`config.mk`:
```
export PLATFORM = sky130hd
export DESIGN_NAME = two_class_direction_dispatch_arbiter
export DESIGN_NICKNAME = d
export VERILOG_FILES = /design/src/rtl/tcdda_pkg.sv /design/src/rtl/tcdda_pick.sv /design/src/rtl/two_class_direction_dispatch_arbiter.sv
export SDC_FILE = /design/constraint.sdc
export NUM_CORES = 2
export LEC_CHECK = 0
export ABC_CLOCK_PERIOD_IN_PS = 4100
export BUFFER_PORTS_ARGS = -buffer_cell sky130_fd_sc_hd__buf_2
export CAP_MARGIN = 0
export CORE_MARGIN = 10
export CORE_UTILIZATION = 63
export CTS_CLUSTER_SIZE = 12
export DETAILED_ROUTE_END_ITERATION = 7
export GPL_ROUTABILITY_DRIVEN = 0
export PLACE_DENSITY = 0.79
export SLEW_MARGIN = 40
export SYNTH_ARGS = -nofsm -noshare
export SYNTH_HDL_FRONTEND = slang
export SYNTH_SLANG_ARGS = --single-unit
```
`constraint.sdc`:
```
create_clock -name clk -period 4.1 [get_ports clk]
set_input_delay 0.615 -clock clk [delete_from_list [all_inputs] [get_ports clk]]
set_output_delay 0.615 -clock clk [all_outputs]
set_load 0.01 [all_outputs]
```
`src/rtl/tcdda_pkg.sv`:
```
// shared types, constants and helpers of the direction dispatch arbiter
// no dependencies
`timescale 1ns / 1ps
`default_nettype none

package tcdda_pkg;

  // default sizing
  localparam int ENTRIES_DEF     = 64;
  localparam int TIME_BITS_DEF   = 16;

  // fixed field widths on the ports
  localparam int IDX_FIELD_BITS  = 6;
  localparam int TIME_FIELD_BITS = 16;
  localparam int IN_DATA_BITS    = 24;
  localparam int OUT_DATA_BITS   = 8;

  // width for comparing a slot number against the table size
  localparam int CNT_BITS        = 9;

  // input selector codes
  localparam logic FUNC_INSERT   = 1'b0;
  localparam logic FUNC_DISPATCH = 1'b1;

  // grant history codes
  typedef enum logic [1:0] {
    HIST_EMPTY = 2'd0,
    HIST_EAST  = 2'd1,
    HIST_WEST  = 2'd2
  } hist_code_t;

  // three-deep grant history, h0 is the most recent grant
  typedef struct packed {
    hist_code_t h2;
    hist_code_t h1;
    hist_code_t h0;
  } hist_t;

  // history code of a direction
  function automatic hist_code_t dir_code(input logic east);
    return east ? HIST_EAST : HIST_WEST;
  endfunction

endpackage

`default_nettype wire

```
`src/rtl/tcdda_pick.sv`:
```
// compare unit: decides whether a scanned slot displaces the current candidate
// depends on tcdda_pkg
`timescale 1ns / 1ps
`default_nettype none

module tcdda_pick #(
  parameter int TIME_BITS = tcdda_pkg::TIME_BITS_DEF
) (
  input  tcdda_pkg::hist_t       hist,
  input  logic                   new_east,
  input  logic                   new_high,
  input  logic [TIME_BITS-1:0]   new_time,
  input  logic                   cand_east,
  input  logic                   cand_high,
  input  logic [TIME_BITS-1:0]   cand_time,
  output logic                   displace
);

  logic full;
  logic starve_east;
  logic starve_west;
  logic starve_new;
  logic starve_cand;

  // a direction starves when the full history never names it
  always_comb begin
    full = (hist.h0 != tcdda_pkg::HIST_EMPTY) && (hist.h1 != tcdda_pkg::HIST_EMPTY) &&
           (hist.h2 != tcdda_pkg::HIST_EMPTY);
    starve_east = full && (hist.h0 != tcdda_pkg::HIST_EAST) &&
                  (hist.h1 != tcdda_pkg::HIST_EAST) && (hist.h2 != tcdda_pkg::HIST_EAST);
    starve_west = full && (hist.h0 != tcdda_pkg::HIST_WEST) &&
                  (hist.h1 != tcdda_pkg::HIST_WEST) && (hist.h2 != tcdda_pkg::HIST_WEST);
    starve_new  = new_east  ? starve_east : starve_west;
    starve_cand = cand_east ? starve_east : starve_west;
  end

  // priority: starvation, class, ready time (same direction) or alternation
  always_comb begin
    if (starve_new != starve_cand) begin
      displace = starve_new;
    end else if (new_high != cand_high) begin
      displace = new_high;
    end else if (new_east == cand_east) begin
      displace = (new_time <= cand_time);
    end else if (hist.h0 == tcdda_pkg::HIST_EMPTY) begin
      displace = new_east;
    end else begin
      displace = (tcdda_pkg::dir_code(new_east) != hist.h0);
    end
  end

endmodule

`default_nettype wire

```
`src/rtl/two_class_direction_dispatch_arbiter.sv`:
```
// Two-class direction dispatch arbiter.
// Input stream s_*: s_tuser selects insert (0) or dispatch (1); s_tdata carries
// the slot, direction, class and ready time. Output stream m_*: one word per
// input word; m_tuser is the grant flag, m_tdata the granted slot and direction.
// An insert writes the slot into the table and marks it pending if the slot lies
// inside the table; its result is all zero and goes out from the finish state.
// A dispatch scans the table from the top slot down, one slot per cycle through
// the registered table read port and one shared compare unit, then grants the
// winner. After the scan come the drain, grant and finish states; the finish
// state loads the result into the output register and returns to idle for the next word.
// One item is in work at a time: s_tready is high only while the sequencer is
// idle. The result waits in an output register, so a new item is taken while
// the receiver holds m_tready low; a finished result then waits until the
// output register is free.
// Reset (rst, synchronous, active high) clears all pending marks, the grant
// history and the output valid flag. Table contents are not cleared.
// depends on tcdda_pkg and tcdda_pick
`timescale 1ns / 1ps
`default_nettype none

module two_class_direction_dispatch_arbiter #(
  parameter int ENTRIES   = tcdda_pkg::ENTRIES_DEF,
  parameter int TIME_BITS = tcdda_pkg::TIME_BITS_DEF
) (
  input  logic                                 clk,
  input  logic                                 rst,
  input  logic                                 s_tvalid,
  output logic                                 s_tready,
  // [5:0] entry_index, [6] eastbound, [7] high_class, [23:8] ready_time
  input  logic [tcdda_pkg::IN_DATA_BITS-1:0]   s_tdata,
  // [0] func
  input  logic                                 s_tuser,
  output logic                                 m_tvalid,
  input  logic                                 m_tready,
  // [5:0] grant_index, [6] grant_east, [7] zero
  output logic [tcdda_pkg::OUT_DATA_BITS-1:0]  m_tdata,
  // [0] grant_valid
  output logic                                 m_tuser
);

  localparam int IW = (ENTRIES > 1) ? $clog2(ENTRIES) : 1;

  typedef enum logic [4:0] {
    ST_IDLE   = 5'b00001,
    ST_SCAN   = 5'b00010,
    ST_DRAIN  = 5'b00100,
    ST_GRANT  = 5'b01000,
    ST_FINISH = 5'b10000
  } state_t;

  state_t state;

  // input field unpacking
  logic [tcdda_pkg::IDX_FIELD_BITS-1:0]  in_index;
  logic                                  in_east;
  logic                                  in_high;
  logic [tcdda_pkg::TIME_FIELD_BITS-1:0] in_time;
  logic                                  accept;
  logic                                  in_range;
  logic [IW-1:0]                         wr_addr;

  assign in_index = s_tdata[5:0];
  assign in_east  = s_tdata[6];
  assign in_high  = s_tdata[7];
  assign in_time  = s_tdata[23:8];
  assign s_tready = (state == ST_IDLE);
  assign accept   = s_tvalid && s_tready;
  assign in_range = ({{(tcdda_pkg::CNT_BITS - tcdda_pkg::IDX_FIELD_BITS){1'b0}}, in_index}
                     < tcdda_pkg::CNT_BITS'(ENTRIES));
  assign wr_addr  = IW'(in_index);

  // slot table memory
  logic                 mem_east [ENTRIES];
  logic                 mem_high [ENTRIES];
  logic [TIME_BITS-1:0] mem_time [ENTRIES];

  logic [ENTRIES-1:0]   pending;
  logic [IW-1:0]        scan_idx;

  // read stage of the scan
  logic                 rd_valid;
  logic                 rd_pend;
  logic [IW-1:0]        rd_idx;
  logic                 rd_east;
  logic                 rd_high;
  logic [TIME_BITS-1:0] rd_time;

  // current candidate
  logic                 cand_valid;
  logic [IW-1:0]        cand_idx;
  logic                 cand_east;
  logic                 cand_high;
  logic [TIME_BITS-1:0] cand_time;

  tcdda_pkg::hist_t     history;
  logic                 displace;

  // result waiting for the output register
  logic                                  res_grant;
  logic [tcdda_pkg::IDX_FIELD_BITS-1:0]  res_idx;
  logic                                  res_east;
  logic                                  out_load;

  // table write on insert
  always_ff @(posedge clk) begin
    if (accept && (s_tuser == tcdda_pkg::FUNC_INSERT) && in_range) begin
      mem_east[wr_addr] <= in_east;
      mem_high[wr_addr] <= in_high;
      mem_time[wr_addr] <= TIME_BITS'(in_time);
    end
  end

  // registered table read during the scan
  always_ff @(posedge clk) begin
    if (state == ST_SCAN) begin
      rd_east <= mem_east[scan_idx];
      rd_high <= mem_high[scan_idx];
      rd_time <= mem_time[scan_idx];
      rd_idx  <= scan_idx;
      rd_pend <= pending[scan_idx];
    end
  end

  always_ff @(posedge clk) begin
    if (rst) begin
      rd_valid <= 1'b0;
    end else begin
      rd_valid <= (state == ST_SCAN);
    end
  end

  // shared compare unit
  tcdda_pick #(
    .TIME_BITS (TIME_BITS)
  ) u_pick (
    .hist      (history),
    .new_east  (rd_east),
    .new_high  (rd_high),
    .new_time  (rd_time),
    .cand_east (cand_east),
    .cand_high (cand_high),
    .cand_time (cand_time),
    .displace  (displace)
  );

  // candidate update
  always_ff @(posedge clk) begin
    if (rst) begin
      cand_valid <= 1'b0;
    end else if (accept) begin
      cand_valid <= 1'b0;
    end else if (rd_valid && rd_pend && (!cand_valid || displace)) begin
      cand_valid <= 1'b1;
    end
  end

  always_ff @(posedge clk) begin
    if (rd_valid && rd_pend && (!cand_valid || displace)) begin
      cand_idx  <= rd_idx;
      cand_east <= rd_east;
      cand_high <= rd_high;
      cand_time <= rd_time;
    end
  end

  // sequencer, pending marks and grant history
  always_ff @(posedge clk) begin
    if (rst) begin
      state   <= ST_IDLE;
      pending <= '0;
      history <= {tcdda_pkg::HIST_EMPTY, tcdda_pkg::HIST_EMPTY, tcdda_pkg::HIST_EMPTY};
    end else begin
      unique case (state)
        ST_IDLE: begin
          if (accept) begin
            if (s_tuser == tcdda_pkg::FUNC_DISPATCH) begin
              state <= ST_SCAN;
            end else begin
              if (in_range) begin
                pending[wr_addr] <= 1'b1;
              end
              state <= ST_FINISH;
            end
          end
        end
        ST_SCAN: begin
          if (scan_idx == '0) begin
            state <= ST_DRAIN;
          end
        end
        ST_DRAIN: begin
          state <= ST_GRANT;
        end
        ST_GRANT: begin
          if (cand_valid) begin
            pending[cand_idx] <= 1'b0;
            history.h2 <= history.h1;
            history.h1 <= history.h0;
            history.h0 <= tcdda_pkg::dir_code(cand_east);
          end
          state <= ST_FINISH;
        end
        ST_FINISH: begin
          if (out_load) begin
            state <= ST_IDLE;
          end
        end
        default: begin
          state <= ST_IDLE;
        end
      endcase
    end
  end

  // scan counter, top slot down
  always_ff @(posedge clk) begin
    if (accept) begin
      scan_idx <= IW'(ENTRIES - 1);
    end else if ((state == ST_SCAN) && (scan_idx != '0)) begin
      scan_idx <= scan_idx - 1'b1;
    end
  end

  // result capture
  always_ff @(posedge clk) begin
    if (accept) begin
      res_grant <= 1'b0;
      res_idx   <= '0;
      res_east  <= 1'b0;
    end else if ((state == ST_GRANT) && cand_valid) begin
      res_grant <= 1'b1;
      res_idx   <= tcdda_pkg::IDX_FIELD_BITS'(cand_idx);
      res_east  <= cand_east;
    end
  end

  // output register
  assign out_load = (state == ST_FINISH) && (!m_tvalid || m_tready);

  always_ff @(posedge clk) begin
    if (rst) begin
      m_tvalid <= 1'b0;
    end else if (out_load) begin
      m_tvalid <= 1'b1;
    end else if (m_tready) begin
      m_tvalid <= 1'b0;
    end
  end

  always_ff @(posedge clk) begin
    if (out_load) begin
      m_tdata <= {1'b0, res_east, res_idx};
      m_tuser <= res_grant;
    end
  end

endmodule

`default_nettype wire

```
==> flow_summary_export.csv <==
group,metric,value,unit
pwr,p_leak,18.69,nW
die,core,79260,um2
sta,drv_slew,0,
clock_tree,cts_resized,0,
synth,synth_nets,2634,
sta,setup_violations,0,
pwr,p_per_area,496.5,nW/um2
clock_tree,cts_buffer_depth,3,
sta,whs,0.2306,ns
setup_path,cp_max_fo,18,
synth,synth_top_area_share,71.73,%
route,drc,0,
global_route,grt_max_degree,84,
synth,synth_edf_count,1209,
clock_tree,cts_hold_buf,0,
clock_tree,clk_pin_slew,0.06,ns
finish,final_cell_area,56510,um2
sta,setup_tns,0,ns
setup_path,crit_slowest_cell,"nand2_1",
clock_tree,cts_max_level,4,
synth,async_flop_share,0,%
placement,dp_hpwl,77.98,mm
setup_path,critPathTopFamily,"simple AND/OR/NAND/NOR gates",
setup_path,rr_startpoint,"state[1]",
setup_path,path_class,"flip-flop to flip-flop",
sta,hold_viol,0,
synth,ys_ff_latch,1301,
die,die_h,303.5,um
clock_tree,post_cts_buffers,0,
setup_path,critPathArrivalTime,3.75,ns
global_route,grt-ovfl-total,0,
sta,rsz0062_at_grt,"no",
die,io-pin-count,40,
route,drt_iter0_drc,4778,
status,status,"finished, final reports clean",
sta,fin_skew,0.02207,ns
route,routed_wl,135.3,mm
setup_path,worst-path-buf-inv,1,
sta,timing.final.crit_share,82.28,%
route,vias,28118,
die,die_area,92080,um2
global_route,grtUsageTotal,29.82,%
setup_path,timing.rr.end,"mem_time[50][5]",
route,postRouteAntennaNets,0,
clock_tree,clock_latency,0.72,ns
setup_path,rrSetupSlack,0.73,ns
synth,synth_area_leaders,"edfxtp_1, mux4_2, dfxtp_1",
synth,ys.flop_type,"edfxtp_1",
finish,syn_to_final_growth,11.64,%
clock_tree,clock-sinks,1301,
clock_tree,numCtsBuffers,131,
setup_path,worstPathRequired,4.47,ns
die,start_util,63.86,%
route,wire_per_inst,34.98,um
setup_path,cp-endpoint,"mem_time[50][5]",
sta,fmax,296.4,MHz
global_route,antenna_found_initial,5,
die,die_w,303.5,um
finish,drive_gt1_share,24.98,%
sta,worst_pin_slew,0.8999,ns
synth,synth_cell_type_count,73,
route,via_per_inst,7.268,
clock_tree,cts_root_buf,"clkbuf_16",
sta,maxSlewHeadroom,39.86,%
route,firstDrtPassIters,6,
setup_path,cp-startpoint,"state[1]",
synth,syn_area,50620,um2
flow_run,maxCapViolCount,0,
synth,synth_cells,2588,
synth,ys_warn_count,0,
setup_path,path_depth,6,
finish,nets,2806,
placement,portBuffers,38,
placement,placed_area,52720,um2
clock_tree,cts_tree,"built",
synth,synthTopCellsByCount,"edfxtp_1, mux4_2, a21oi_1",
synth,ys_seq_area_share,75.36,%
global_route,grt_pass1_vias,28393,
finish,stdcell_count,3869,
finish,fin_util,71.30,%
setup_path,cp_cell_sequence,"nor2_2 > nand4_2 > nor2_1 > nand2_1 > nor2_2 > buf_4",
synth,synth_top_cell_by_area,"edfxtp_1",
die,rows,103,
sta,fin_crit,3.373,ns
setup_path,r2r_cells,6,
pwr,ir_drop,0.4161,mV
setup_path,critical_path.startpoint_type,"flip-flop",
setup_path,cp-end-kind,"flip-flop",
synth,synth_most_common_cell,"edfxtp_1",
synth,syn_avg_cell_area,19.56,um2
placement,post-place-cells,3676,
global_route,grt_pass1_wl,196.8,mm
worst_hold_path,hold_path.class,"input pin to flip-flop",
setup_path,critPathMaxStageDelay,0.76,ns
setup_path,crit_top_cell,"nor2_2",
-- per-layer routing --
layer / share of wire, % / wire length, um / global-route usage [%]
met5: 0.025 / 34 / 0
met4: 4.8 / 6495 / 13.20
met1: 34 / 46490 / 40.41
met2: 46 / 62790 / 45.35
met3: 14 / 19520 / 8.498
-- area by class of cell --
class | count | area (um2)
well taps | 1050 | 1314
multi-input cells | 1114 | 11670
fillers | 4387 | 22750
clock inverters | 26 | 251.5
repair buffers | 182 | 1495
diodes | 1 | 2.502
inverters | 30 | 112.6
clock buffers | 165 | 3501
flip-flops and latches | 1301 | 38160
-- registers in the layout, indices dropped and copies added, names as in the netlist, 5 cells and up --
| name | count |
|---|---|
| cand_idx | 6 |
| cand_time | 16 |
| history | 6 |
| m_tdata | 7 |
| mem_east | 64 |
| mem_high | 64 |
| mem_time | 1024 |
| pending | 64 |
| rd_idx | 6 |
| rd_time | 16 |
| res_idx | 6 |
| scan_idx | 6 |
| state | 5 |
-- stage by stage --
step                      power [mW]  worst slack (ns)
after floorplan                16.55            0.4552
after global placement         17.26            0.9708
after detailed placement       17.34            0.8647
after CTS                      28.07            0.9244
after global routing           28.69            0.6387
final                          28.05            0.7266
-- placed cells by master (no fill, tap or decap), types with 73 or more instances in the layout --
cell and instances:
mux2i_1 81, mux4_2 264, dfxtp_1 87, a211oi_1 87
nand2_1 105, clkbuf_16 135, a21oi_1 117, buf_4 141
a22oi_1 73, edfxtp_1 1209
-- worst reg2reg max path, cell delays in order, from the launching register on --
cell     delay, ns
dfxtp_1       0.35
nor2_2        0.25
nand4_2       0.30
nor2_1        0.65
nand2_1       0.76
nor2_2        0.32
buf_4         0.39
-- worst min-delay path by stage --
stage                          from           to  slack, ns  cells past startpoint
after CTS                  m_tready     m_tvalid       0.19                      3
after global routing       m_tready     m_tvalid       0.23                      3
after global placement    rd_idx[0]  cand_idx[0]       0.40                      0
after floorplan           rd_idx[0]  cand_idx[0]       0.40                      0
final                      m_tready     m_tvalid       0.23                      3
after detailed placement  rd_idx[0]  cand_idx[0]       0.41                      0
-- power by group --
group          total (mW)  switching [mW]  internal (mW)
clock network        10.9            4.81           6.11
logic                2.52            1.49           1.04
registers            14.6          0.0551           14.6
-- logic make-up (layout without fill, tap and decap cells) --
group	Yosys count	after routing	synth area share [%]
adders and majority gates	17	17	0.4202
AOI/OAI and AO/OA	403	403	5.384
muxes	353	353	13.53
DFF	1301	1301	75.36
other	1	2	0.007409
and+or+nand+nor	334	334	3.265
xor gates and xnor gates	6	6	0.1038
buffers and inverters	173	403	1.928
(Power assumes the default switching activity.)
